[src/rtl/ffa_pkg.sv]
// Shared constants, the command code and the status bundle for the allocator.
// No dependencies; used by ffa_ctrl, ffa_dp and the top level.
package ffa_pkg;

  localparam int unsigned POOL_QUANTA_DEF     = 4096;
  localparam int unsigned QUANTUM_BYTES_DEF   = 8;
  localparam int unsigned MIN_GROW_QUANTA_DEF = 16;

  localparam int unsigned CFG_W    = 13;  // pool_quanta register
  localparam int unsigned BYTES_W  = 16;  // request_bytes field
  localparam int unsigned ADDR_W   = 12;  // block_address / given_address fields
  localparam int unsigned NEED_W   = 16;  // quanta needed by one request
  localparam int unsigned RECIP_SH = 20;  // reciprocal scale for the byte-to-quanta step

  localparam logic [CFG_W-1:0] POOL_RESET = CFG_W'(4096);

  typedef enum logic [4:0] {
    CMD_NOP,
    CMD_MUL,
    CMD_NEED,
    CMD_AINIT,
    CMD_ARL,
    CMD_AP,
    CMD_ASZ,
    CMD_ARLP,
    CMD_AUNL,
    CMD_ASP1,
    CMD_ASP2,
    CMD_AADV,
    CMD_GWR,
    CMD_GEND,
    CMD_RINIT,
    CMD_RRD,
    CMD_RNX,
    CMD_RADV,
    CMD_RRDSB,
    CMD_RSB,
    CMD_RSN,
    CMD_RWHI,
    CMD_RRDSP,
    CMD_RSP,
    CMD_RWLO,
    CMD_FAIL
  } cmd_e;

  typedef struct packed {
    logic is_free;    // current word is a free
    logic free_ok;    // free address is usable
    logic steps_ovf;  // allocate walk ran too long
    logic fit;        // current block is large enough
    logic exact;      // current block matches exactly
    logic at_rover;   // walk came back to the rover
    logic grow_ok;    // fresh quanta are available
    logic found;      // release walk found its slot
    logic rwalk_ovf;  // release walk ran too long
  } stat_t;

endpackage

[src/rtl/ffa_ctrl.sv]
// Sequencer for the allocator: steps through allocate, grow and release.
// Depends on ffa_pkg.
module ffa_ctrl
  import ffa_pkg::*;
(
  input  logic  clk_i,
  input  logic  rst_ni,
  input  logic  start_i,
  input  stat_t stat_i,
  output cmd_e  cmd_o,
  output logic  idle_o,
  output logic  done_o
);

  typedef enum logic [4:0] {
    S_IDLE, S_MUL, S_NEED, S_FCHK, S_AINIT, S_ARL, S_AP, S_ASZ, S_ADEC, S_AADV,
    S_ARLP, S_AUNL, S_ASP1, S_ASP2, S_GCHK, S_GWR, S_GEND, S_RINIT, S_RRD,
    S_RNX, S_RDEC, S_RADV, S_RRDSB, S_RSB, S_RSN, S_RWHI, S_RRDSP, S_RSP,
    S_RWLO, S_REND, S_FAIL, S_DONE
  } state_e;

  state_e state_q;
  logic   ret_grow_q;

  always_ff @(posedge clk_i or negedge rst_ni) begin
    if (!rst_ni) begin
      state_q    <= S_IDLE;
      ret_grow_q <= 1'b0;
    end else begin
      unique case (state_q)
        S_IDLE:  if (start_i) state_q <= S_MUL;
        S_MUL:   state_q <= S_NEED;
        S_NEED:  state_q <= stat_i.is_free ? S_FCHK : S_AINIT;
        S_FCHK: begin
          ret_grow_q <= 1'b0;
          state_q    <= stat_i.free_ok ? S_RINIT : S_DONE;
        end
        S_AINIT: state_q <= S_ARL;
        S_ARL:   state_q <= S_AP;
        S_AP:    state_q <= S_ASZ;
        S_ASZ:   state_q <= S_ADEC;
        S_ADEC: begin
          if (stat_i.steps_ovf)   state_q <= S_FAIL;
          else if (stat_i.fit)    state_q <= stat_i.exact ? S_ARLP : S_ASP1;
          else if (stat_i.at_rover) state_q <= S_GCHK;
          else                    state_q <= S_AADV;
        end
        S_AADV:  state_q <= S_ARL;
        S_ARLP:  state_q <= S_AUNL;
        S_AUNL:  state_q <= S_DONE;
        S_ASP1:  state_q <= S_ASP2;
        S_ASP2:  state_q <= S_DONE;
        S_GCHK:  state_q <= stat_i.grow_ok ? S_GWR : S_FAIL;
        S_GWR: begin
          ret_grow_q <= 1'b1;
          state_q    <= S_RINIT;
        end
        S_GEND:  state_q <= S_ARL;
        S_RINIT: state_q <= S_RRD;
        S_RRD:   state_q <= S_RNX;
        S_RNX:   state_q <= S_RDEC;
        S_RDEC: begin
          if (stat_i.found)          state_q <= S_RRDSB;
          else if (stat_i.rwalk_ovf) state_q <= S_REND;
          else                       state_q <= S_RADV;
        end
        S_RADV:  state_q <= S_RRD;
        S_RRDSB: state_q <= S_RSB;
        S_RSB:   state_q <= S_RSN;
        S_RSN:   state_q <= S_RWHI;
        S_RWHI:  state_q <= S_RRDSP;
        S_RRDSP: state_q <= S_RSP;
        S_RSP:   state_q <= S_RWLO;
        S_RWLO:  state_q <= S_REND;
        S_REND:  state_q <= ret_grow_q ? S_GEND : S_DONE;
        S_FAIL:  state_q <= S_DONE;
        S_DONE:  state_q <= S_IDLE;
        default: state_q <= S_IDLE;
      endcase
    end
  end

  always_comb begin
    unique case (state_q)
      S_MUL:   cmd_o = CMD_MUL;
      S_NEED:  cmd_o = CMD_NEED;
      S_AINIT: cmd_o = CMD_AINIT;
      S_ARL:   cmd_o = CMD_ARL;
      S_AP:    cmd_o = CMD_AP;
      S_ASZ:   cmd_o = CMD_ASZ;
      S_AADV:  cmd_o = CMD_AADV;
      S_ARLP:  cmd_o = CMD_ARLP;
      S_AUNL:  cmd_o = CMD_AUNL;
      S_ASP1:  cmd_o = CMD_ASP1;
      S_ASP2:  cmd_o = CMD_ASP2;
      S_GWR:   cmd_o = CMD_GWR;
      S_GEND:  cmd_o = CMD_GEND;
      S_RINIT: cmd_o = CMD_RINIT;
      S_RRD:   cmd_o = CMD_RRD;
      S_RNX:   cmd_o = CMD_RNX;
      S_RADV:  cmd_o = CMD_RADV;
      S_RRDSB: cmd_o = CMD_RRDSB;
      S_RSB:   cmd_o = CMD_RSB;
      S_RSN:   cmd_o = CMD_RSN;
      S_RWHI:  cmd_o = CMD_RWHI;
      S_RRDSP: cmd_o = CMD_RRDSP;
      S_RSP:   cmd_o = CMD_RSP;
      S_RWLO:  cmd_o = CMD_RWLO;
      S_FAIL:  cmd_o = CMD_FAIL;
      default: cmd_o = CMD_NOP;
    endcase
  end

  assign idle_o = (state_q == S_IDLE);
  assign done_o = (state_q == S_DONE);

endmodule

[config.mk]
export PLATFORM = sky130hd
export DESIGN_NAME = ffa_ctrl
export DESIGN_NICKNAME = d
export VERILOG_FILES = /design/src/rtl/ffa_pkg.sv /design/src/rtl/ffa_ctrl.sv
export SDC_FILE = /design/constraint.sdc
export NUM_CORES = 1
export LEC_CHECK = 0
export BUFFER_PORTS_ARGS = -buffer_cell sky130_fd_sc_hd__buf_2
export CAP_MARGIN = 20
export CORE_ASPECT_RATIO = 0.9
export CORE_MARGIN = 2
export CORE_UTILIZATION = 35
export DETAILED_ROUTE_END_ITERATION = 10
export GPL_TIMING_DRIVEN = 0
export PLACE_DENSITY = 0.5
export REMOVE_ABC_BUFFERS = 1
export SLEW_MARGIN = 15
export SYNTH_ARGS = -nofsm -noshare
export SYNTH_HDL_FRONTEND = slang
export SYNTH_SLANG_ARGS = --single-unit
[constraint.sdc]
create_clock -name clk_i -period 2.57 [get_ports clk_i]
set_clock_uncertainty 0.1 [all_clocks]
set_input_delay 0.1285 -clock clk_i [delete_from_list [all_inputs] [get_ports clk_i]]
set_output_delay 0.1285 -clock clk_i [all_outputs]
set_load 0.01 [all_outputs]
==> impl_metrics.csv <==
group,metric,value,unit
final_layout,area_delta_synth_final,9.66,%
synth,synth_top_cell_area_share,12.7,%
worst_hold_path,min_path_cells,3,
timing,slew-limit-headroom,28.4,%
worst_setup_path,crit_type,"flip-flop to flip-flop",
worst_setup_path,crit_required,2.62,ns
synth,synth_edf_count,0,
synth,syn_area,1180,µm²
place,io_buffers,18,
power,p_per_area,1360,nW/µm²
global_routing,grt_max_degree,44,
clocking,post_cts_buffers,0,
synth,ys_ff_latch,6,
routing,drt_wl_total,3370,µm
synth,synth_warnings,0,
die,fp.dieW,65.2,µm
outcome,outcome,"finished clean",
power,power.switching,0.000967,W
final_layout,diodes,0,
global_routing,grtUsageTotal,17.7,%
power,comb_power_share,69.3,%
die,ioPinCount,19,
worst_setup_path,r2r-end,"state_q[2]",
final_layout,fin_cells,222,
timing,drv_slew,0,
worst_hold_path,hold_class,"primary input to flip-flop",
worst_setup_path,worstReg2RegStart,"state_q[0]",
synth,ys_async_sr_fraction,100,%
power,leakagePower,0.510,nW
place,placed_cells,218,
worst_setup_path,crit_fanout,11,
clocking,cts-htree-levels,1,
worst_hold_path,worstHoldStart,"stat_i[6]",
global_routing,grt_pass1_vias,1143,
timing,rsz0062_at_grt,"false",
place,gp_congestion,0.858,
timing,tns,0,ns
power,p_int,0.000794,W
clocking,cts_buffers,3,
synth,ys_types,45,
die,core-area,3140,µm²
clocking,clkTransAtPathRegs,0.04,ns
global_routing,antenna_found_initial,0,
timing,setup_violations,0,
routing,antenna_left,0,
global_routing,grt_pass1_wl,5300,µm
die,initial_core_util,37.6,%
synth,syn_area_per_cell,6.77,µm²
timing,fin_crit_sh,94.1,%
die,die-area,3850,µm²
synth,seq_area_frac_synth,12.7,%
clocking,clk_path_buf_depth,2,
routing,drt-initial-drc-count,121,
clocking,cts_tree,"built",
routing,drc,0,
job,cap_violations,0,
routing,avgViaCountPerCell,5.75,
final_layout,num-nets-final,203,
power,switching_share,54.9,%
global_routing,gr-total-overflow,0,
clocking,numClockSinks,6,
timing,final_period_minus_worst_setup_slack,2.42,ns
place,dpl.hpwl,2290,µm
routing,dr_total_vias,1276,
worst_setup_path,worst-r2r-setup-slack,0.15,ns
synth,synth_top_cell_by_area,"dfrtp_1",
routing,drtPass1Iterations,4,
timing,worstMarginPinSlew,1.07,ns
final_layout,final_cell_mix,"22 x a21oi_1, 18 x buf_2, 16 x nand2_1, 16 x o21ai_0, 11 x nor2b_1",
timing,finalHoldViolCount,0,
power,ir_drop,0.483,mV
worst_setup_path,crit_arrival,2.46,ns
worst_hold_path,hold_end,"state_q[4]",
routing,wl_per_cell,15.2,µm
die,core.rowCount,19,
timing,fmax,413,MHz
final_layout,drive_above_1_share,15.6,%
die,die_y,59.1,µm
synth,synth.top_cells.by_area,"dfrtp_1 13%, ha_1 9.6%, a21oi_1 9.3%",
worst_setup_path,startpoint_type,"flip-flop",
worst_setup_path,reg2reg_depth,7,
final_layout,layout_commonest_cell,"a21oi_1",
worst_setup_path,endpoint_kind,"flip-flop",
power,power.share.sequential,22.2,%
synth,ys.flop_type,"dfrtp_1",
synth,synthCells,174,
power,pwr-share-clk,8.5,%
clocking,cts-root-buf,"clkbuf_8",
clocking,clk_latency,0.23,ns
==> registers in the layout, indices dropped and copies added (netlist names) <==
register and flops:
ret_grow_q 1, state_q 5
==> area by class of cell <==
class                      count  area (µm²)
fill                         355        1850
multi-input combinational    145         920
sequential                     6         153
timing repair buffer          19         100
tap                           42        52.6
clock buffer                   3        41.3
inverter                       7        26.3
==> metrics by stage <==
| stage | hold WS, ns | cell area (µm²) | util, % | setup WS (ns) | total power [W] |
|---|---|---|---|---|---|
| 5_1_grt | 0.143 | 1290 | 41.2 | 0.100 | 0.00192 |
| 3_3_place_gp | -0.150 | 1240 | 39.4 | 0.0657 | 0.00157 |
| 3_5_place_dp | -0.141 | 1240 | 39.4 | 0.0496 | 0.00159 |
| 2_1_floorplan | -0.267 | 1090 | - | 0.563 | 0.00123 |
| 6_report | 0.131 | 1290 | 41.2 | 0.151 | 0.00176 |
| 4_1_cts | 0.129 | 1290 | 41.0 | 0.0358 | 0.00175 |
==> power groups by stage <==
stage          clock (W)  combinational, W  sequential (W)
2_1_floorplan          0          0.000923        0.000303
3_3_place_gp           0           0.00119        0.000375
3_5_place_dp           0           0.00120        0.000383
4_1_cts         0.000152           0.00121        0.000382
5_1_grt         0.000155           0.00135        0.000408
6_report        0.000150           0.00122        0.000391
==> cells in the mapped netlist (all sizes together), types with 2 or more instances <==
cell,n
nor2,10
nor3,5
nand2b,8
ha,9
a31oi,3
inv,7
nand3,4
and2,2
nor2b,11
a211oi,3
o21ai,17
a2bb2oi,2
a32oi,2
buf,15
and2b,2
nand3b,4
o211ai,4
nand2,16
a21boi,3
dfrtp,6
a21oi,22
==> metal layers <==
layer,global-route usage [%],vias to the layer above,wire [µm]
met5,0,-,0
met4,5.95,0,67
met3,2.09,7,160
met2,28.4,37,1510
met1,24.8,595,1630
li1,-,637,-
==> worst max-delay path by stage <==
| stage | endpoint | start | slack [ns] |
|---|---|---|---|
| floorplan | state_q[0] | state_q[3] | 0.56 |
| global placement | state_q[0] | state_q[0] | 0.07 |
| detailed placement | state_q[0] | state_q[0] | 0.05 |
| CTS | state_q[0] | state_q[0] | 0.04 |
| global route | state_q[2] | state_q[0] | 0.10 |
| finish | state_q[2] | state_q[0] | 0.15 |
==> critical path, cell delays in order (launching register included) <==
cell and delay [ns]:
dfrtp_1 0.47, inv_1 0.26, ha_1 0.45, and3b_1 0.24, a32oi_1 0.21, a21oi_1 0.15
a31oi_1 0.25, a21boi_1 0.19
==> cells by family (layout without fill, tap and decap cells) <==
group,Yosys count,after routing,share of synthesized area (%)
AOI/OAI and AO/OA,67,67,36.1
adders and majority gates,9,9,9.55
buffers and inverters,23,29,9.45
DFF,6,6,12.7
muxes,2,2,1.80
and+or+nand+nor,67,67,30.4
==> timing repair <==
item	CTS	global route
hold buffers	1	0
gates resized for setup	0	1
endpoints found under the setup margin	0	6
hold endpoints to repair	6	0
No activity file was read; power rests on OpenSTA's default activity.
